--- src/rtl/rhpf_pkg.sv ---
// shared types, constants and the kernel sum for the rgb high-pass filter
package rhpf_pkg;

   localparam int DEFAULT_MAX_WIDTH  = 2048;
   localparam int DEFAULT_MAX_HEIGHT = 4096;

   localparam int WIDTH_REG_W    = 12;
   localparam int HEIGHT_REG_W   = 13;
   localparam int STRENGTH_W     = 8;
   localparam int CSR_DATA_W     = 13;
   localparam int CSR_INDEX_W    = 2;

   localparam logic [CSR_INDEX_W-1:0] CSR_IMAGE_WIDTH     = 2'd0;
   localparam logic [CSR_INDEX_W-1:0] CSR_IMAGE_HEIGHT    = 2'd1;
   localparam logic [CSR_INDEX_W-1:0] CSR_STRENGTH_TENTHS = 2'd2;

   localparam logic [WIDTH_REG_W-1:0]  RESET_WIDTH    = 12'd640;
   localparam logic [HEIGHT_REG_W-1:0] RESET_HEIGHT   = 13'd480;
   localparam logic [STRENGTH_W-1:0]   RESET_STRENGTH = 8'd10;

   localparam int SUM_W  = 13;
   localparam int MAG_W  = 12;
   localparam int PROD_W = 20;

   // gain products at or above this give 255 after the divide by ten
   localparam logic [PROD_W-1:0] SAT_LIMIT   = 20'd2560;
   // ceil(2^15 / 10), exact for products below the saturation limit
   localparam logic [MAG_W-1:0]  RECIP_TEN   = 12'd3277;
   localparam int                RECIP_SHIFT = 15;

   typedef logic [23:0] pixel_type;

   // [row][column], column 2 is the newest
   typedef logic [2:0][2:0][23:0] window_type;
   typedef logic [2:0][2:0]       mask_type;

   typedef struct packed {
      pixel_type prev;
      pixel_type cur;
   } line_entry_type;

   typedef struct packed {
      logic signed [SUM_W-1:0] red;
      logic signed [SUM_W-1:0] green;
      logic signed [SUM_W-1:0] blue;
      logic                    last;
   } sums_type;

   localparam logic signed [SUM_W-1:0] KERNEL_WEIGHT [3][3] = '{
      '{-13'sd1, -13'sd2, -13'sd1},
      '{-13'sd2,  13'sd12, -13'sd2},
      '{-13'sd1, -13'sd2, -13'sd1}
   };

   // masked 3x3 kernel sum of one channel, lsb picks the channel byte
   function automatic logic signed [SUM_W-1:0] kernel_sum(input window_type win,
                                                          input mask_type use_mask,
                                                          input int unsigned lsb);
      logic signed [SUM_W-1:0] acc;
      logic [7:0]              p;
      acc = '0;
      for (int r = 0; r < 3; r++) begin
         for (int c = 0; c < 3; c++) begin
            p = win[r][c][lsb +: 8];
            if (use_mask[r][c]) begin
               acc = acc + KERNEL_WEIGHT[r][c] * $signed({5'd0, p});
            end
         end
      end
      return acc;
   endfunction

endpackage

--- src/rtl/rhpf_scale.sv ---
// gain multiply, divide by ten and saturation, ending in the output register
module rhpf_scale (
   input  logic                                clock,
   input  logic                                reset,
   input  logic                                s2_valid,
   input  rhpf_pkg::sums_type                  s2_data,
   output logic                                s2_ready,
   input  logic [rhpf_pkg::STRENGTH_W-1:0]     strength,
   output logic                                rsp_valid,
   input  logic                                rsp_ready,
   output logic [7:0]                          rsp_red_out,
   output logic [7:0]                          rsp_green_out,
   output logic [7:0]                          rsp_blue_out,
   output logic                                rsp_frame_done
);

   logic signed [rhpf_pkg::SUM_W-1:0] sum_ch [3];
   logic [rhpf_pkg::MAG_W-1:0]        mag [3];
   logic [rhpf_pkg::PROD_W-1:0]       prod_ff [3], prod_in [3];
   logic [2*rhpf_pkg::MAG_W-1:0]      quot_wide [3];
   logic [7:0]                        chan_ff [3], chan_in [3];
   logic                              s3_valid_ff, s3_valid_in;
   logic                              s3_last_ff, s3_last_in;
   logic                              out_valid_ff, out_valid_in;
   logic                              out_last_ff, out_last_in;
   logic                              out_free, s3_free;

   always_comb begin
      sum_ch[0] = s2_data.red;
      sum_ch[1] = s2_data.green;
      sum_ch[2] = s2_data.blue;

      out_free = !out_valid_ff || rsp_ready;
      s3_free  = !s3_valid_ff || out_free;
      s2_ready = s3_free;

      s3_valid_in  = s3_free ? s2_valid : s3_valid_ff;
      s3_last_in   = s3_last_ff;
      out_valid_in = out_free ? s3_valid_ff : out_valid_ff;
      out_last_in  = out_last_ff;

      for (int i = 0; i < 3; i++) begin
         // a sum at or below zero truncates to a result of zero
         mag[i] = (sum_ch[i] > $signed(rhpf_pkg::SUM_W'(0))) ?
                  sum_ch[i][rhpf_pkg::MAG_W-1:0] : '0;
         prod_in[i] = prod_ff[i];
         if (s2_valid && s3_free) begin
            prod_in[i] = {{(rhpf_pkg::PROD_W-rhpf_pkg::STRENGTH_W){1'b0}}, strength} *
                         {{(rhpf_pkg::PROD_W-rhpf_pkg::MAG_W){1'b0}}, mag[i]};
         end

         quot_wide[i] = {{rhpf_pkg::MAG_W{1'b0}}, prod_ff[i][rhpf_pkg::MAG_W-1:0]} *
                        {{rhpf_pkg::MAG_W{1'b0}}, rhpf_pkg::RECIP_TEN};
         chan_in[i] = chan_ff[i];
         if (s3_valid_ff && out_free) begin
            chan_in[i] = (prod_ff[i] >= rhpf_pkg::SAT_LIMIT) ? 8'hFF :
                         quot_wide[i][rhpf_pkg::RECIP_SHIFT +: 8];
         end
      end

      if (s2_valid && s3_free) begin
         s3_last_in = s2_data.last;
      end
      if (s3_valid_ff && out_free) begin
         out_last_in = s3_last_ff;
      end
   end

   always_ff @(posedge clock) begin
      if (reset) begin
         s3_valid_ff  <= 1'b0;
         out_valid_ff <= 1'b0;
      end else begin
         s3_valid_ff  <= s3_valid_in;
         out_valid_ff <= out_valid_in;
      end
   end

   always_ff @(posedge clock) begin
      s3_last_ff  <= s3_last_in;
      out_last_ff <= out_last_in;
      for (int i = 0; i < 3; i++) begin
         prod_ff[i] <= prod_in[i];
         chan_ff[i] <= chan_in[i];
      end
   end

   assign rsp_valid      = out_valid_ff;
   assign rsp_red_out    = chan_ff[0];
   assign rsp_green_out  = chan_ff[1];
   assign rsp_blue_out   = chan_ff[2];
   assign rsp_frame_done = out_last_ff;

endmodule

--- config.mk ---
export PLATFORM = sky130hd
export DESIGN_NAME = rhpf_scale
export DESIGN_NICKNAME = d
export VERILOG_FILES = /design/src/rtl/rhpf_pkg.sv /design/src/rtl/rhpf_scale.sv
export SDC_FILE = /design/constraint.sdc
export NUM_CORES = 1
export LEC_CHECK = 0
export BUFFER_PORTS_ARGS = -buffer_cell sky130_fd_sc_hd__buf_2
export CAP_MARGIN = 20
export CORE_ASPECT_RATIO = 0.9
export CORE_MARGIN = 4
export CORE_UTILIZATION = 60
export DETAILED_ROUTE_END_ITERATION = 10
export GPL_TIMING_DRIVEN = 0
export PLACE_DENSITY = 0.8
export SLEW_MARGIN = 20
export SYNTH_ARGS = -nofsm -noshare
export SYNTH_HDL_FRONTEND = slang
export SYNTH_SLANG_ARGS = --single-unit
--- constraint.sdc ---
create_clock -name clock -period 6.15 [get_ports clock]
set_clock_uncertainty 0.05 [all_clocks]
set_input_delay 0 -clock clock [delete_from_list [all_inputs] [get_ports clock]]
set_output_delay 0 -clock clock [all_outputs]
set_load 0.02 [all_outputs]
==> metrics, run 1 <==
status finished clean; Fin. Hold Viols 0; I/O Buffers 78; Max Cap Viol 0; Seq/Total Area, Yosys 13.37%; synth unique cells slightly below 60; critical path class flop to flop; Horiz. Die Dim about 200 um; # nets final 2816; Hold Worst Slack 60.89 ps; fin crit share 84.88%; complex-gate fraction of the synthesized area 7.265%; # setup viols final 0; overall routing resource usage 24.60%; die area 35650 um^2; num rows between 60 and 70; cts hold-fix bufs 5; syn_nets 2721; simple-gate share of the synthesized area 13.68%; mux share of post-synthesis cell area 0.05103%; Root Driver clkbuf_16; CTS tree done; Synth Area in XOR/XNOR 2.768%; Worst EP arrival approximately 5300 ps; DRC 0; Final ANT Viol Nets 0; Post-CTS Setup Bufs 0; via count 14004; CTS max path bufs 2; Sink Count 88; Final min period between 5000 and 6000 ps; Post-synth EDFFs 86; First-pass DRT Iterations 5; Die Height 179.5 um; CTS clk-pin slew, worst paths 70 ps; layout cells sized above 1 5.103%; largest family of logic cells by synthesized area adder cells; first-pass GRT wire length 72480 um; largest net degree at the start of global routing 41; grt total ovfl 0; IO Count just under 80; yosys warns 0; FF+latch count, synth 88; Mapped Area 19620 um^2; Slew @ Worst Pin 809.9 ps; PostCTS Resize Cnt 0; Core Region 32120 um^2; hpwl dp 35380 um; Post-Place Cell Area 20560 um^2; fin area between 20000 and 25000 um^2; worst hold path type input port to flop; Main synth FF type edfxtp_1; drt via density 5.573; vias in the first global route 15256; setup TNS 0 ps; total CTS buffers 9; Synth Area per Inst ~9.8 um^2; crit path capture type flop; H-tree lvl count 3; initial antenna violation count 0; FMAX 191.6 MHz; initial DRC count approximately 740; slew margin rel. 46.01%; Async S/R FF share, synth 0%; Max FO, Critical Path 6; CP startpoint kind flop; CP required slightly above 6000 ps; RSZ-0062 raised after global routing false; Synth Area in Adders 54.12%; ant diodes 0; worst skew pair latency about 360 ps; Area Overhead vs Synth 6.704%; Slew Viols, Final 0; Post-Synthesis Cells 1997; GP Congestion 0.9218; total wire length 41720 um; Initial Utilization between 60 and 70%; drt wl/cell 16.60 um
-- path summary, 6_finish.rpt --
| check | startpoint | end | slack [ps] | depth (start not counted) |
|---|---|---|---|---|
| worst max register to register | prod_ff[0][4]$_DFFE_PP_ | chan_ff[0][7]$_SDFFCE_PP1P_ | 930 | 15 |
| worst min register to register | s3_last_ff$_DFFE_PP_ | rsp_frame_done$_DFFE_PP_ | 390 | 0 |
| worst min-delay path | strength[0] | prod_ff[0][40]$_DFFE_PP_ | 60 | 2 |
| worst max-delay path | prod_ff[0][4]$_DFFE_PP_ | chan_ff[0][7]$_SDFFCE_PP1P_ | 930 | 15 |
-- worst max-delay path, stage by stage (launching register included) --
cell and delay, ps:
edfxtp_1 520, ha_1 370, fa_1 510, inv_1 50
fa_1 480, inv_1 50, fa_1 490, fa_1 420
ha_1 360, a21o_1 180, a21o_1 210, a32oi_1 160
o21ai_1 180, o41ai_1 620, mux2i_1 250, a21oi_1 60
-- state kept, by name (all words and copies together), names as in the netlist --
name / flops
s3_last_ff: 1
s3_valid_ff: 1
prod_ff: 60
rsp_frame_done: 1
chan_ff: 24
rsp_valid: 1
-- cells by family after synthesis --
kind of cell,after synthesis
AND/OR/NAND/NOR,497
flip-flops,88
adder cells (fa/ha/maj),672
buffers and inverters,457
AO/OA/AOI/OAI,220
multiplexers,1
XOR/XNOR,62
-- layer usage --
layer / global-route usage, % / up-vias / share of wire (%)
met5: 0 / - / 0
met4: 5.662 / 0 / 1.7
met3: 4.455 / 56 / 7.0
met2: 41.88 / 431 / 49
met1: 32.95 / 6933 / 42
li1: - / 6584 / -
-- synth_stat cells, drive strengths merged (3+ instances only) --
cell type / count / share of area [%]
inv: 429 / 8.2
ha: 378 / 24
fa: 294 / 30
and2: 222 / 7.1
nand2: 118 / 2.3
edfxtp: 86 / 13
a21oi: 69 / 1.8
nor2: 48 / 0.92
nor2b: 44 / 1.4
o21ai: 43 / 1.1
xnor2: 42 / 1.9
clkbuf: 28 / 0.54
a21o: 24 / 0.92
xor2: 20 / 0.89
nand3: 15 / 0.38
o21a: 15 / 0.57
and3: 14 / 0.45
nor3: 11 / 0.28
a31oi: 9 / 0.29
a21boi: 6 / 0.23
o21bai: 6 / 0.23
nor4: 5 / 0.16
o31ai: 5 / 0.19
a211o: 4 / 0.18
a211oi: 4 / 0.15
a31o: 4 / 0.18
nand2b: 4 / 0.13
o211ai: 4 / 0.15
a2111oi: 3 / 0.17
a221oi: 3 / 0.13
a311oi: 3 / 0.13
nand3b: 3 / 0.11
nor4b: 3 / 0.13
o41ai: 3 / 0.17
or3: 3 / 0.096
-- cells in the final DEF (no fill, tap or decap), types with 14 or more instances in the layout --
cell      netlist  layout
a21o_1         24      24
a21oi_1        69      69
and2_1        222     221
and3_1         14      14
buf_2           0      78
clkbuf_1       28      28
edfxtp_1       86      86
fa_1          294     294
ha_1          378     378
inv_1         429     429
nand2_1       118     118
nand3_1        15      15
nor2_1         48      48
nor2b_1        44      43
o21a_1         15      15
o21ai_0        41      41
xnor2_1        42      42
xor2_1         20      20
-- area by class of cell --
class / count / area (um^2)
multi-input cells: 1452 / 15290
flip-flops and latches: 88 / 2623
repair buffers: 84 / 460.4
clock buffers: 9 / 225.2
inverters: 429 / 1610
fillers: 2530 / 11190
well taps: 416 / 520.5
clock inverters: 7 / 98.84
plain buffers: 28 / 105.1
-- per-stage QoR --
| step | setup WS [ps] | util [%] | cells |
|---|---|---|---|
| 6_report | 929.9 | 65.17 | 2513 |
| 3_3_place_gp | 845.7 | 63.91 | 2491 |
| 3_5_place_dp | 802.8 | 64.01 | 2492 |
| 5_1_grt | 722.3 | 65.17 | 2513 |
| 4_1_cts | 961.7 | 65.17 | 2513 |
| 2_1_floorplan | 1376 | - | 1997 |
Power of run 1 is left out: the tool's default activity adds up to more than one toggle a clock period on the data nets, which glitch-free logic cannot reach.
==> run 2, diff against run 1 <==
==> constraint.sdc (replaced) <==
create_clock -name clock -period 4.85 [get_ports clock]
set_clock_uncertainty 0.05 [all_clocks]
set_input_delay 0 -clock clock [delete_from_list [all_inputs] [get_ports clock]]
set_output_delay 0 -clock clock [all_outputs]
set_load 0.02 [all_outputs]
==> run 2 against run 1 <==
Against the previous run: the flow now finishes with violations (setup timing); utilization up 3.5 points; highest routed layer unchanged; worst setup slack worse by 1100 ps; sequential cell count unchanged; clock-buffer cell count unchanged; final cell count up 2.4%; first-iteration DRC count up 17%; sequential share of layout area down 0.63 points; non-clock buffer count up 61; critical path depth down 1; wire length up 10%.
==> metrics, run 2 (same netlist as run 1, synthesis figures left out) <==
status complete, but fails checks; failing checks setup timing; RSZ-0062 raised after global routing true; via count 14602 (+4.3%); CTS max path bufs 2 (unchanged); overall routing resource usage 25.26% (+0.66 points); RR Endpoint chan_ff[0][15]$_SDFFCE_PP1P_; Initial Utilization 61.08% (unchanged); total CTS buffers 9 (unchanged); Root Driver clkbuf_16; CP startpoint kind flop; Buf+Inv Stages, Crit Path 1 (-1); Core Region 32120 um^2 (unchanged); drt wl/cell 17.84 um (+7.5%); Hold Crit Start strength[0]; Die Height 179.5 um (unchanged); slowest CP cell fa_1; num rows 62 (unchanged); Util after Layout 68.65% (+3.5 points); vias in the first global route 15554 (+2.0%); drt via density 5.673 (+1.8%); largest reg by FF count prod_ff; GP Congestion 0.9218 (unchanged); crit-path max cell delay 590 ps (-30 ps); ant diodes 0 (unchanged); R2R setup slack -190 ps (-1120 ps); Slew @ Worst Pin 824.6 ps (+14.77 ps); Post-Place Cell Area 20560 um^2 (unchanged); worst r2r src prod_ff[0][29]$_DFFE_PP_; total wire length 45930 um (+10%); fin crit share 103.9% (+19 points); commonest cells after routing, fill and taps aside inv_1, ha_1, fa_1, and2_1, nand2_1; Max Cap Viol 0 (unchanged); CTS tree done; reg2reg path depth 14 (-1); CP Cell Sequence ha_1 -> inv_1 -> fa_1 -> fa_1 -> fa_1 -> ha_1 -> ha_1 -> nand3_2 -> a211oi_4 -> a2bb2oi_4 -> nor3_2 -> o22a_1 -> or4b_4 -> and3_4; initial DRC count 861 (+17%); crit path capture type flop; met1 global-route usage 33.56% (+0.61 points); Fin. Hold Viols 0 (unchanged); fin area 22050 um^2 (+5.3%); Final min period 5041 ps (-178.8 ps); grt met3 use 4.343% (-0.11 points); worst hold path type input port to flop; setup TNS -423.6 ps (-423.6 ps); Largest register FFs 60 (unchanged); PnR worst setup slack -191.3 ps (-1121 ps); FMAX 198.4 MHz (+3.5%); die area 35650 um^2 (unchanged); Final ANT Viol Nets 0 (unchanged); area of the multi-input gates 15910 um^2 (+4.0%); initial antenna violation count 0 (unchanged); Sink Count 88 (unchanged); register area 2623 um^2 (unchanged); hpwl dp 35380 um (unchanged); # nets final 2877 (+2.2%); largest net degree at the start of global routing 41 (unchanged); met2 Track Usage GR 43.20% (+1.3 points); Slew Viols, Final 0 (unchanged); CP required 4920 ps (-1260 ps); IO Count 79 (unchanged); hold endpoint prod_ff[0][40]$_DFFE_PP_; worst skew pair latency 360 ps (about the same); Max FO, Critical Path 7 (+1); # setup viols final 5 (+5); CTS clk-pin slew, worst paths 70 ps (about the same); worst hold stages 2 (unchanged); start point of the critical path prod_ff[0][29]$_DFFE_PP_; H-tree lvl count 3 (unchanged); first-pass GRT wire length 74270 um (+2.5%); grt total ovfl 0 (unchanged); DRC 0 (unchanged); layout cells sized above 1 12.65% (+7.5 points); I/O Buffers 78 (unchanged); Worst EP arrival 5110 ps (-140 ps); Horiz. Die Dim 198.6 um (unchanged); First-pass DRT Iterations 6 (+1); critical path depth in cells 14 (-1); Worst path top cell family by delay adder cells; grt peak-use layer met2; biggest regs prod_ff (60), chan_ff (24); slew margin rel. 44.55% (-1.5 points); FILL cells 2308 (-8.8%); critical path class flop to flop; most common cell after layout, fill and taps aside inv_1; Area Overhead vs Synth 12.39%
==> run 2: per-layer routing <==
metal / vias to the layer above / wire, um
li1: 6707 / -
met1: 7273 / 18770
met2: 522 / 22900
met3: 100 / 3133
met4: 0 / 1127
met5: - / 0
==> run 2: cell type report <==
type / instances / share of cell area (%)
Buffer: 27 / 0.5448
Timing Repair Buffer: 146 / 4.279
Tap cell: 416 / 2.361
Clock buffer: 9 / 1.022
Sequential cell: 88 / 11.90
Multi-Input combinational cell: 1452 / 72.15
Clock inverter: 7 / 0.4484
Inverter: 429 / 7.304
==> run 2: worst reg2reg max path, stage by stage (launching register included) <==
cell and delay (ps):
edfxtp_1 570, ha_1 360, inv_1 120, fa_1 470
fa_1 590, fa_1 450, ha_1 300, ha_1 350
nand3_2 160, a211oi_4 60, a2bb2oi_4 270, nor3_2 60
o22a_1 250, or4b_4 530, and3_4 180
==> run 2: repair_timing <==
action	in CTS	in global routing
pin swaps	7	24
gates resized for setup	32	127
endpoints found under the setup margin	9	24
hold endpoints to repair	3	0
hold buffers	5	0
cloned	0	0
setup buffers	36	26
==> run 2: how the worst max path moves through the flow <==
stage	slack, ps	to
floorplan	80	chan_ff[0][15]$_SDFFCE_PP1P_
global placement	-450	prod_ff[0][38]$_DFFE_PP_
detailed placement	-500	prod_ff[0][38]$_DFFE_PP_
CTS	-30	chan_ff[0][15]$_SDFFCE_PP1P_
global route	-280	chan_ff[0][15]$_SDFFCE_PP1P_
finish	-190	chan_ff[0][15]$_SDFFCE_PP1P_
==> run 2: through the flow <==
| stage | std cells | worst slack, ps | hold WS [ps] |
|---|---|---|---|
| floorplan | 1997 | 76.13 | 22.38 |
| global placement | 2491 | -454.3 | 125.7 |
| detailed placement | 2492 | -497.2 | 130.6 |
| CTS | 2548 | -29.40 | 65.04 |
| global route | 2574 | -281.8 | 91.15 |
| finish | 2574 | -191.3 | 66.50 |
Power of run 2 is left out for the same reason.
