## config.mk

```make
export PLATFORM = sky130hd
export DESIGN_NAME = rhpf_window
export DESIGN_NICKNAME = d
export VERILOG_FILES = /design/src/rtl/rhpf_pkg.sv /design/src/rtl/rhpf_window.sv
export SDC_FILE = /design/constraint.sdc
export NUM_CORES = 1
export LEC_CHECK = 0
export BUFFER_PORTS_ARGS = -buffer_cell sky130_fd_sc_hd__buf_2
export CELL_PAD_IN_SITES_DETAIL_PLACEMENT = 1
export CELL_PAD_IN_SITES_GLOBAL_PLACEMENT = 2
export CORE_MARGIN = 2
export CORE_UTILIZATION = 38
export DETAILED_ROUTE_END_ITERATION = 8
export PLACE_DENSITY = 0.85
export SLEW_MARGIN = 20
export SYNTH_ARGS = -nofsm -noshare
export SYNTH_HDL_FRONTEND = slang
export SYNTH_SLANG_ARGS = --single-unit
```

## constraint.sdc

```tcl
create_clock -name clock -period 12.1 [get_ports clock]
set_clock_uncertainty 0.2 [all_clocks]
set_input_delay 0 -clock clock [delete_from_list [all_inputs] [get_ports clock]]
set_output_delay 0 -clock clock [all_outputs]
set_load 0.005 [all_outputs]
```

## src/rtl/rhpf_pkg.sv

```systemverilog
// shared types, constants and the kernel sum for the rgb high-pass filter
package rhpf_pkg;

   localparam int DEFAULT_MAX_WIDTH  = 2048;
   localparam int DEFAULT_MAX_HEIGHT = 4096;

   localparam int WIDTH_REG_W    = 12;
   localparam int HEIGHT_REG_W   = 13;
   localparam int STRENGTH_W     = 8;
   localparam int CSR_DATA_W     = 13;
   localparam int CSR_INDEX_W    = 2;

   localparam logic [CSR_INDEX_W-1:0] CSR_IMAGE_WIDTH     = 2'd0;
   localparam logic [CSR_INDEX_W-1:0] CSR_IMAGE_HEIGHT    = 2'd1;
   localparam logic [CSR_INDEX_W-1:0] CSR_STRENGTH_TENTHS = 2'd2;

   localparam logic [WIDTH_REG_W-1:0]  RESET_WIDTH    = 12'd640;
   localparam logic [HEIGHT_REG_W-1:0] RESET_HEIGHT   = 13'd480;
   localparam logic [STRENGTH_W-1:0]   RESET_STRENGTH = 8'd10;

   localparam int SUM_W  = 13;
   localparam int MAG_W  = 12;
   localparam int PROD_W = 20;

   // gain products at or above this give 255 after the divide by ten
   localparam logic [PROD_W-1:0] SAT_LIMIT   = 20'd2560;
   // ceil(2^15 / 10), exact for products below the saturation limit
   localparam logic [MAG_W-1:0]  RECIP_TEN   = 12'd3277;
   localparam int                RECIP_SHIFT = 15;

   typedef logic [23:0] pixel_type;

   // [row][column], column 2 is the newest
   typedef logic [2:0][2:0][23:0] window_type;
   typedef logic [2:0][2:0]       mask_type;

   typedef struct packed {
      pixel_type prev;
      pixel_type cur;
   } line_entry_type;

   typedef struct packed {
      logic signed [SUM_W-1:0] red;
      logic signed [SUM_W-1:0] green;
      logic signed [SUM_W-1:0] blue;
      logic                    last;
   } sums_type;

   localparam logic signed [SUM_W-1:0] KERNEL_WEIGHT [3][3] = '{
      '{-13'sd1, -13'sd2, -13'sd1},
      '{-13'sd2,  13'sd12, -13'sd2},
      '{-13'sd1, -13'sd2, -13'sd1}
   };

   // masked 3x3 kernel sum of one channel, lsb picks the channel byte
   function automatic logic signed [SUM_W-1:0] kernel_sum(input window_type win,
                                                          input mask_type use_mask,
                                                          input int unsigned lsb);
      logic signed [SUM_W-1:0] acc;
      logic [7:0]              p;
      acc = '0;
      for (int r = 0; r < 3; r++) begin
         for (int c = 0; c < 3; c++) begin
            p = win[r][c][lsb +: 8];
            if (use_mask[r][c]) begin
               acc = acc + KERNEL_WEIGHT[r][c] * $signed({5'd0, p});
            end
         end
      end
      return acc;
   endfunction

endpackage

```

## src/rtl/rhpf_window.sv

```systemverilog
// 3x3 window, output position tracking and masked kernel sums
module rhpf_window #(
   parameter  int MAX_WIDTH  = rhpf_pkg::DEFAULT_MAX_WIDTH,
   parameter  int MAX_HEIGHT = rhpf_pkg::DEFAULT_MAX_HEIGHT,
   localparam int COL_W      = $clog2(MAX_WIDTH),
   localparam int WID_W      = $clog2(MAX_WIDTH + 1),
   localparam int ROW_W      = $clog2(MAX_HEIGHT + 2)
) (
   input  logic                clock,
   input  logic                reset,
   input  logic                clear,
   input  logic                s1_valid,
   input  logic                s1_emit,
   output logic                s1_ready,
   input  rhpf_pkg::pixel_type col_top,
   input  rhpf_pkg::pixel_type col_mid,
   input  rhpf_pkg::pixel_type col_pix,
   input  logic [WID_W-1:0]    img_width,
   input  logic [ROW_W-1:0]    img_height,
   output logic                s2_valid,
   output rhpf_pkg::sums_type  s2_data,
   input  logic                s2_ready
);

   rhpf_pkg::window_type window_ff, window_in, win_shift;
   logic [COL_W-1:0]     out_col_ff, out_col_in;
   logic [ROW_W-1:0]     out_row_ff, out_row_in;
   logic                 s2_valid_ff, s2_valid_in;
   rhpf_pkg::sums_type   s2_data_ff, s2_data_in;
   rhpf_pkg::mask_type   use_mask;
   logic [2:0]           row_ok, col_ok;
   logic                 col_right, row_bottom, last, advance;

   always_comb begin
      col_right  = (WID_W'(out_col_ff) + WID_W'(1)) >= img_width;
      row_bottom = (out_row_ff + ROW_W'(1)) >= img_height;
      last       = col_right && row_bottom;

      row_ok = {!row_bottom, 1'b1, out_row_ff != '0};
      col_ok = {!col_right, 1'b1, out_col_ff != '0};
      for (int r = 0; r < 3; r++) begin
         for (int c = 0; c < 3; c++) begin
            use_mask[r][c] = row_ok[r] && col_ok[c];
         end
      end

      for (int r = 0; r < 3; r++) begin
         win_shift[r][0] = window_ff[r][1];
         win_shift[r][1] = window_ff[r][2];
      end
      win_shift[0][2] = col_top;
      win_shift[1][2] = col_mid;
      win_shift[2][2] = col_pix;

      // an item that gives no result never waits on the sum stage
      s1_ready = !s1_emit || !s2_valid_ff || s2_ready;
      advance  = s1_valid && s1_ready;

      window_in   = window_ff;
      out_col_in  = out_col_ff;
      out_row_in  = out_row_ff;
      s2_valid_in = s2_valid_ff && !s2_ready;
      s2_data_in  = s2_data_ff;

      if (advance) begin
         window_in = win_shift;
         if (s1_emit) begin
            s2_valid_in      = 1'b1;
            s2_data_in.red   = rhpf_pkg::kernel_sum(win_shift, use_mask, 16);
            s2_data_in.green = rhpf_pkg::kernel_sum(win_shift, use_mask, 8);
            s2_data_in.blue  = rhpf_pkg::kernel_sum(win_shift, use_mask, 0);
            s2_data_in.last  = last;
            priority if (last) begin
               window_in  = '0;
               out_col_in = '0;
               out_row_in = '0;
            end else if (col_right) begin
               out_col_in = '0;
               out_row_in = out_row_ff + ROW_W'(1);
            end else begin
               out_col_in = out_col_ff + COL_W'(1);
            end
         end
      end

      if (clear) begin
         window_in  = '0;
         out_col_in = '0;
         out_row_in = '0;
      end
   end

   always_ff @(posedge clock) begin
      if (reset) begin
         window_ff   <= '0;
         out_col_ff  <= '0;
         out_row_ff  <= '0;
         s2_valid_ff <= 1'b0;
      end else begin
         window_ff   <= window_in;
         out_col_ff  <= out_col_in;
         out_row_ff  <= out_row_in;
         s2_valid_ff <= s2_valid_in;
      end
   end

   always_ff @(posedge clock) begin
      s2_data_ff <= s2_data_in;
   end

   assign s2_valid = s2_valid_ff;
   assign s2_data  = s2_data_ff;

endmodule

```

==> results of run 1 <==
[final timing paths]
check | startpoint | end | slack [ns] | cells after the start
max reg2reg | out_row_ff[0] | s2_data[39] | 1.11 | 44
min | s1_valid | out_col_ff[7] | 0.02 | 7
min reg2reg | out_row_ff[5] | out_row_ff[5] | 0.28 | 2
max | out_row_ff[0] | s2_data[39] | 1.11 | 44
[cell type report]
class	instances	area, um2	share of cell area [%]
clock inverters	12	171	0.663
diodes	5	12.5	0.0484
clock buffers	42	857	3.32
multi-input cells	2354	16700	64.7
well taps	773	967	3.74
inverters	231	867	3.36
repair buffers	241	1660	6.42
flip-flops and latches	209	4580	17.7
[routing by layer]
layer	routed length, um	vias up
met4	1490	12
met3	2190	92
met2	33200	241
li1	-	10500
met5	81	-
met1	32400	10200
[flip-flops by register name, indices dropped and copies added (netlist names)]
name,count
out_col_ff,11
out_row_ff,13
s2_data,40
s2_valid,1
win_shift,144
[power groups by stage]
stage               clock network, mW  logic, mW  registers [mW]
floorplan                           0       1.00           0.850
global route                    0.982       1.55           0.844
finish                          0.931       1.38           0.836
global placement                    0       1.30           0.850
detailed placement                  0       1.35           0.850
CTS                             0.955       1.39           0.837
[logic make-up after synthesis]
group	Yosys count	synth area share (%)
adders and majority gates	329	19.1
AOI/OAI and AO/OA	721	20.6
and+or+nand+nor	916	18.5
xor gates and xnor gates	343	13.6
muxes	45	2.13
DFF	209	20.3
buffers and inverters	332	5.68
[critical path: cells and delay by family, from the launching register on]
family	cells	cell delay (ns)
XOR/XNOR	6	1.30
buffers and inverters	5	0.87
multiplexers	1	0.30
flip-flops	1	0.37
AND/OR/NAND/NOR	10	1.62
AO/OA/AOI/OAI	14	3.60
adder cells (fa/ha/maj)	8	2.43
[per-stage QoR]
| step | instances | hold WS, ns |
|---|---|---|
| 4_1_cts | 3862 | 0.000619 |
| 3_3_place_gp | 3726 | -0.0229 |
| 2_1_floorplan | 2895 | -0.131 |
| 5_1_grt | 3867 | 0.0391 |
| 6_report | 3867 | 0.0183 |
| 3_5_place_dp | 3726 | -0.0154 |
[layout by cell type (no fill, tap or decap), types with 32 or more instances in the layout]
cell,count
nor2b_1,32
nor3_1,68
dfxtp_1,169
a22oi_1,146
buf_2,144
ha_1,302
nor2_1,395
a21o_1,64
edfxtp_1,40
xor2_1,111
xnor2_1,227
nand2_1,205
dlygate4sd3_1,82
nand2b_1,34
o21ai_0,137
a21oi_1,200
inv_1,230
nand3_1,46
[timing repair]
| item | CTS | global route |
|---|---|---|
| hold endpoints to repair | 105 | 0 |
| endpoints found under the setup margin | 0 | 0 |
| hold buffers | 82 | 0 |
| resized for setup | 0 | 0 |
| buffers inserted | 0 | 0 |
==> run summary, run 1 <==
Cell Rows: 89
DR vias: 21000
GPL Wtd Cong: 0.836
Top-count cell post-synth: nor2_1
Synth Cell Area: 22600 um2
Worst slew margin: 29.8%
NetSw: 1.15 mW
Fin crit share: 90.9%
Final wirelength: 69.4 mm
Post-Place Worst Slack: 1.23 ns
EDFF count, synth: 40
DIE AREA: 61300 um2
Comb pwr share: 43.9%
Seq/Total Area, Yosys: 20.3%
Crit-path slowest cell: a2111oi_0
FF+latch count, synth: 209
Post-DP Area: 24000 um2
Power Density: 122 nW/um2
Minimum clock period: 10.99 ns
HPWL Detailed: 53.8 mm
Initial drt markers: 867
Internal power: 2.00 mW
Starting Density: 38.3%
CTS Sinks: 209
Total power: 3.15 mW
Required @ worst endpoint: 12.23 ns
Ys Warns: 0
CTS tree: built
Hold WC Path Type: input port to flip-flop
Vias in the first global route: 22500
Critical Path Fanout Max: 30
Drt pass-1 iters: 7
Io pins: 145
Top_reg_cell synth: dfxtp_1
Gr ovfl total: 0
Post-route cell area: 25800 um2
Clk slew on worst S/H paths: 0.06 ns
Layout Nets: 3498
H-Tree Level Count: 1
Synth cell count leaders: nor2_1 (395), ha_1 (302), inv_1 (230), xnor2_1 (227), nand2_1 (206)
GRT Util Overall: 22.6%
Critical path arrival: 11.12 ns
Critical path type: flip-flop to flip-flop
Setup ws final: 1.11 ns
Clock Tree Root: clkbuf_16
Global Route met1 Usage: 29.4%
# fillers: 7186
TNS Setup: 0 ns
GR Layer Usage met3: 2.91%
Pin count of the biggest net entering global routing: 101
Num CTS Buffers: 29
Worst-margin pin slew: 1.05 ns
Core Area: 58900 um2
Final hold viol count: 0
Die width: 248 um
Initial antenna violation count: 11
Leading area contributor after synthesis: ha_1
Final Util: 43.9%
Worst skew pair latency: 0.58 ns
Port bufs: 144
Leak: 11.9 nW
Met2 GRT Util: 39.5%
Final setup fails: 0
# DRC: 0
Startpoint Class: flip-flop
Clock Path Buffers: 3
Wire length per cell: 17.9 um
Mapped Nets: 3327
Worst path max stage delay: 0.69 ns
Die span in y: 248 um
Crit path capture type: flip-flop
Synthesized instance count: 2895
DRT antenna net count: 0
Maximum vdd drop: 0.000107 V
Switching Share: 36.6%
Area growth, synth to finish: 14.5%
Status: finished clean
Final Max Slew Viols: 0
Share of the synthesized area in the top cell type: 16.7%
FFs w/ async S/R, synth: 0%
Synth cell types: 82
Most used routing layer: met2
First-pass GRT wire length: 114 mm
Sequential share of power: 26.6%
MaxCap Viol Count: 0
Unrepaired setup endpoints after global routing: false
Via density per instance: 5.43
Ranking of synthesized cells by area: ha_1 (17%), dfxtp_1 (15%), xnor2_1 (8.8%)
Max Clk Rate: 91.0 MHz
Part of the power in the clock network: 29.6%
Layout cells sized above 1: 8.38%
Worst path most repeated cell: ha_1
Mean Syn Cell Area: 7.79 um2
No activity file was read; power rests on OpenSTA's default activity.
==> run 2: changes to the inputs <==
Settings changed: CORE_MARGIN 2 to not set, RECOVER_POWER set to 50.
==> run 2 against run 1 <==
Compared with the run above:
- the run now ends with capacitance limit, slew limit left
- register-to-register slack got worse by 0.04 ns
- critical path depth decreased by 1
- first-iteration DRC count decreased by 9.0%
- clock power decreased by 8.2%
- combinational power about the same
- routed wire length increased by 2.1%
- sequential power about the same
- clock-buffer cell count decreased by 8
- final area increased by 0.77%
- via count increased by 0.97%
- fmax decreased by 0.40%
- largest power group unchanged
==> run summary, run 2 (synthesis results as in run 1) <==
Minimum clock period: 11.04 ns (was 10.99 ns)
H-Tree Level Count: 1 (unchanged)
Cell Rows: 88 (was 89)
R2R Path Start: out_col_ff[2] (was out_row_ff[0])
Register-to-register setup slack: 1.06 ns (was 1.11 ns)
Startpoint Class: flip-flop (unchanged)
Final Util: 44.8% (was 43.9%)
Die width: 246 um (was 248 um)
Largest register FFs: 144 (unchanged)
Hold path startpoint: col_top[22] (was s1_valid)
NetSw: 1.17 mW (was 1.15 mW)
Hold EP: win_shift[46] (was out_col_ff[7])
Io pins: 145 (unchanged)
Clock Path Buffers: 3 (unchanged)
Pin count of the biggest net entering global routing: 98 (was 101)
Final Max Slew Viols: 110 (was 0)
R2R depth: 43 (was 44)
Hold WC Path Type: input port to flip-flop (unchanged)
Core Area: 58100 um2 (was 58900 um2)
Final hold viol count: 0 (unchanged)
Critical path arrival: 11.17 ns (was 11.12 ns)
Internal power: 1.90 mW (was 2.00 mW)
# DRC: 0 (unchanged)
Final setup fails: 0 (unchanged)
Failing checks: capacitance limit, slew limit
Initial drt markers: 789 (was 867)
Unrepaired setup endpoints after global routing: false (unchanged)
Final wirelength: 70.9 mm (was 69.4 mm)
Critical Path Start: out_col_ff[2] (was out_row_ff[0])
Crit-path slowest cell: a2111oi_0 (unchanged)
Post-route cell area: 26000 um2 (was 25800 um2)
Num CTS Buffers: 29 (unchanged)
Post-DP Area: 24000 um2 (about the same)
TNS Setup: 0 ns (unchanged)
GRT Util Overall: 23.4% (was 22.6%)
Port bufs: 144 (unchanged)
Final hold slack: 0.0209 ns (was 0.0183 ns)
Switching Share: 38.1% (was 36.6%)
Maximum vdd drop: 0.000116 V (was 0.000107 V)
Hold Crit Depth: 4 (was 7)
Starting Density: 38.8% (was 38.3%)
Worst path max stage delay: 0.77 ns (was 0.69 ns)
Total power: 3.07 mW (was 3.15 mW)
Reg2reg end: s2_data[39] (unchanged)
Critical Path Fanout Max: 11 (was 30)
Gr ovfl total: 0 (unchanged)
Via density per instance: 5.44 (was 5.43)
Drt pass-1 iters: 5 (was 7)
CTS tree: built (unchanged)
HPWL Detailed: 54.4 mm (was 53.8 mm)
Layout Nets: 3534 (was 3498)
Die span in y: 246 um (was 248 um)
Sequential share of power: 27.3% (was 26.6%)
First-pass GRT wire length: 117 mm (was 114 mm)
DRT antenna net count: 0 (unchanged)
# placed instances: 3720 (was 3726)
Most frequent cells in the layout: nor2_1 (395), ha_1 (302), inv_1 (230) (unchanged)
Crit path capture type: flip-flop (unchanged)
Worst-margin pin slew: 3.45 ns (was 1.05 ns)
CTS Sinks: 209 (unchanged)
Power Density: 118 nW/um2 (was 122 nW/um2)
Fin crit share: 91.2% (was 90.9%)
Clock Tree Root: clkbuf_16 (unchanged)
Setup ws final: 1.06 ns (was 1.11 ns)
Finished Layout Cells: 3895 (was 3867)
Layout cells sized above 1: 7.23% (was 8.38%)
Max Clk Rate: 90.6 MHz (was 91.0 MHz)
GPL Wtd Cong: 0.851 (was 0.836)
MaxCap Viol Count: 2 (was 0)
Worst skew pair latency: 0.60 ns (was 0.58 ns)
Commonest non-fill, non-tap cell in the layout: nor2_1 (unchanged)
Status: finished with violations (was finished clean)
Critical path type: flip-flop to flip-flop (unchanged)
Post-Place Worst Slack: 0.900 ns (was 1.23 ns)
Clk slew on worst S/H paths: 0.06 ns (about the same)
Area growth, synth to finish: 15.4% (was 14.5%)
Wire length per cell: 18.2 um (was 17.9 um)
Part of the power in the clock network: 27.8% (was 29.6%)
Required @ worst endpoint: 12.23 ns (about the same)
Vias in the first global route: 22700 (was 22500)
DR vias: 21200 (was 21000)
Leak: 11.9 nW (about the same)
Comb pwr share: 44.9% (was 43.9%)
Worst slew margin: -130% (was 29.8%)
DIE AREA: 60400 um2 (was 61300 um2)
Initial antenna violation count: 7 (was 11)
==> run 2: changes by cell type in the layout (fill, tap and decap cells not counted), sizes merged <==
cell / delta
clkbuf: +25
buf: -31
bufinv: -3
clkinv: +9
dlygate4sd3: +34
clkinvlp: +2
==> run 2: worst max-delay path, delay by kind of cell, from the launching register on <==
family	cells	cell delay (ns)
buffers and inverters	2	0.13
adders and majority gates	7	2.31
DFF	1	0.42
and+or+nand+nor	11	1.89
AOI/OAI and AO/OA	15	4.27
xor gates and xnor gates	8	1.56
==> run 2: what timing repair did <==
item                       in CTS  in global routing
setup endpoints to repair       0                  2
hold endpoints to repair      132                  0
hold buffers                  116                  0
gates resized for setup         0                  1
buffers inserted                0                  0
==> run 2: area by class of cell <==
| class | count | area [um2] |
|---|---|---|
| clock inverters | 20 | 151 |
| clock buffers | 34 | 776 |
| repair buffers | 277 | 1970 |
| multi-input cells | 2354 | 16700 |
| well taps | 765 | 957 |
| flip-flops and latches | 209 | 4580 |
| inverters | 231 | 867 |
| diodes | 5 | 12.5 |
| fillers | 7163 | 32100 |
==> run 2: how the worst max path moves through the flow <==
| stage | endpoint | depth (start not counted) |
|---|---|---|
| after floorplan | s2_data[39] | 48 |
| after global placement | s2_data[13] | 43 |
| after detailed placement | s2_data[13] | 43 |
| after CTS | s2_data[13] | 43 |
| after global routing | s2_data[39] | 41 |
| final | s2_data[39] | 43 |
==> run 2: power by group through the flow <==
stage | clock network [mW] | registers (mW) | logic (mW)
after floorplan | 0 | 0.850 | 1.00
after detailed placement | 0 | 0.850 | 1.34
after global placement | 0 | 0.850 | 1.29
final | 0.855 | 0.838 | 1.38
after global routing | 0.895 | 0.845 | 1.54
after CTS | 0.875 | 0.837 | 1.39
==> run 2: per-layer routing <==
layer | vias to the layer above | share of wire (%) | global-route usage [%]
met2 | 264 | 48 | 41.6
met3 | 95 | 2.8 | 2.12
met1 | 10300 | 47 | 30.1
met5 | - | 0.023 | 0
met4 | 4 | 2.0 | 5.52
li1 | 10500 | - | -
==> run 3: changes to the inputs <==
Settings changed: REMOVE_ABC_BUFFERS set to 1.
==> run 3 against run 2 <==
Compared with the run above:
- the run still ends with capacitance limit, slew limit left
- sequential power is essentially flat
- routed wire length grew 2.1%
- via count grew 0.46%
- cell count shrank 0.31%
- hold slack lost 0.0021 ns
- clock-buffer cell count grew 7
- flip-flop and latch count is the same
- combinational power is essentially flat
- critical path type unchanged
- largest cell class unchanged
==> run summary, run 3 (synthesis results as in run 1) <==
Port bufs: 144 (unchanged)
Initial drt markers: 827 (was 789)
Final Max Slew Viols: 209 (was 110)
CTS Sinks: 209 (unchanged)
Top routing layer in use: met4 (was met5)
Commonest non-fill, non-tap cell in the layout: nor2_1 (unchanged)
Drt pass-1 iters: 5 (unchanged)
Register-to-register setup slack: 0.92 ns (was 1.06 ns)
Final setup fails: 0 (unchanged)
Post-Place Worst Slack: 0.991 ns (was 0.900 ns)
GPL Wtd Cong: 0.866 (was 0.851)
Multi-input gate area: 16700 um2 (about the same)
Fin crit share: 92.4% (was 91.2%)
Final Util: 44.7% (was 44.8%)
HPWL Detailed: 55.2 mm (was 54.4 mm)
Critical Path Fanout Max: 20 (was 11)
Minimum clock period: 11.18 ns (was 11.04 ns)
Critical path type: flip-flop to flip-flop (unchanged)
Initial antenna violation count: 1 (was 7)
GRT Util Overall: 23.8% (was 23.4%)
Met1 WL: 33.9 mm (was 33.1 mm)
Pin count of the biggest net entering global routing: 76 (was 98)
Wire length per cell: 18.6 um (was 18.2 um)
Clock Tree Root: clkbuf_16 (unchanged)
Cell Rows: 88 (unchanged)
Area growth, synth to finish: 15.2% (was 15.4%)
Gr ovfl total: 0 (unchanged)
Starting Density: 38.8% (unchanged)
Critical path arrival: 11.31 ns (was 11.17 ns)
# DRC: 0 (unchanged)
CTS tree: built (unchanged)
# fillers: 7177 (was 7163)
Worst path max stage delay: 0.74 ns (was 0.77 ns)
Layout Nets: 3526 (was 3534)
Failing checks: capacitance limit, slew limit (unchanged)
Clock Path Buffers: 3 (unchanged)
Crit-path slowest cell: a2111oi_0 (unchanged)
Layout cells sized above 1: 7.38% (was 7.23%)
Total power: 3.10 mW (was 3.07 mW)
Largest register FFs: 144 (unchanged)
Clk slew on worst S/H paths: 0.06 ns (about the same)
First-pass GRT wire length: 117 mm (about the same)
Routed wl met2: 35.5 mm (was 34.3 mm)
Reg area: 4580 um2 (unchanged)
Worst skew pair latency: 0.59 ns (was 0.60 ns)
Vias in the first global route: 22700 (about the same)
Status: finished with violations (unchanged)
MaxCap Viol Count: 5 (was 2)
Worst-margin pin slew: 3.53 ns (was 3.45 ns)
Required @ worst endpoint: 12.23 ns (about the same)
Die span in y: 246 um (unchanged)
DIE AREA: 60400 um2 (unchanged)
Crit path capture type: flip-flop (unchanged)
Core Area: 58100 um2 (unchanged)
Maximum vdd drop: 0.000131 V (was 0.000116 V)
Leak: 11.9 nW (about the same)
Max Clk Rate: 89.4 MHz (was 90.6 MHz)
Via density per instance: 5.48 (was 5.44)
H-Tree Level Count: 1 (unchanged)
Worst slew margin: -135% (was -130%)
Setup repair bufs after CTS: 0 (unchanged)
Startpoint Class: flip-flop (unchanged)
Io pins: 145 (unchanged)
DRT antenna net count: 0 (unchanged)
Unrepaired setup endpoints after global routing: false (unchanged)
Most frequent cells in the layout: nor2_1 (395), ha_1 (302), inv_1 (231) (was nor2_1 (395), ha_1 (302), inv_1 (230))
Num CTS Buffers: 29 (unchanged)
Final wirelength: 72.3 mm (was 70.9 mm)
Hold WC Path Type: input port to flip-flop (unchanged)
TNS Setup: 0 ns (unchanged)
Final hold viol count: 0 (unchanged)
Met3 wire length: 1.58 mm (was 1.99 mm)
Power Density: 119 nW/um2 (was 118 nW/um2)
DR vias: 21300 (was 21200)
Die width: 246 um (unchanged)
Setup ws final: 0.919 ns (was 1.06 ns)
-- run 3: cell count changes in the layout (fill, tap and decap cells not counted), sizes merged, moves of 4 or more --
cell	before	now
clkbuf	67	72
clkinv	14	5
diode	5	1
dlygate4sd3	116	108
inv	233	237
-- run 3: worst paths after layout --
| path | cells after the start | end | from |
|---|---|---|---|
| worst max-delay path | 44 | s2_data[39] | out_col_ff[2] |
| worst min-delay path | 4 | win_shift[39] | col_top[15] |
| worst max register to register | 44 | s2_data[39] | out_col_ff[2] |
| worst min register to register | 2 | out_row_ff[5] | out_row_ff[5] |
-- run 3: power by group --
part           switching [mW]  total [mW]  internal (mW)
sequential             0.0288       0.839          0.810
clock                   0.371       0.900          0.530
combinational           0.752        1.36          0.608
total                    1.15        3.10           1.95
-- run 3: cell type report --
type	count	share of cell area, %
multi-input combinational	2354	64.2
sequential	209	17.6
timing repair buffer	269	7.29
tap	765	3.68
clock buffer	41	3.36
inverter	231	3.33
clock inverter	13	0.472
antenna	1	0.00962
-- run 3: metal layers --
| metal | vias up | track usage, % |
|---|---|---|
| li1 | 10500 | - |
| met1 | 10500 | 30.3 |
| met2 | 235 | 43.0 |
| met3 | 81 | 2.02 |
| met4 | 0 | 5.59 |
| met5 | - | 0 |
-- run 3: worst max-delay path: cells and delay by family (launching register included) --
kind	cells	cell delay [ns]
AO/OA/AOI/OAI	15	4.13
XOR/XNOR	7	1.51
adder cells (fa/ha/maj)	7	2.35
buffers and inverters	2	0.14
flip-flops	1	0.41
AND/OR/NAND/NOR	13	2.17
-- run 3: repair_timing --
action / 4_1_cts / 5_1_grt
hold buffers: 108 / 0
resized for setup: 0 / 0
hold endpoints to repair: 133 / 0
-- run 3: per-stage QoR --
step / instance area, um2 / hold WS [ns] / cells
after CTS: 26100 / 0.000251 / 3882
after floorplan: 22200 / -0.131 / 2794
after global placement: 24000 / -0.0292 / 3720
final: 26000 / 0.0188 / 3883
after detailed placement: 24000 / -0.0148 / 3720
after global routing: 26000 / 0.0311 / 3883
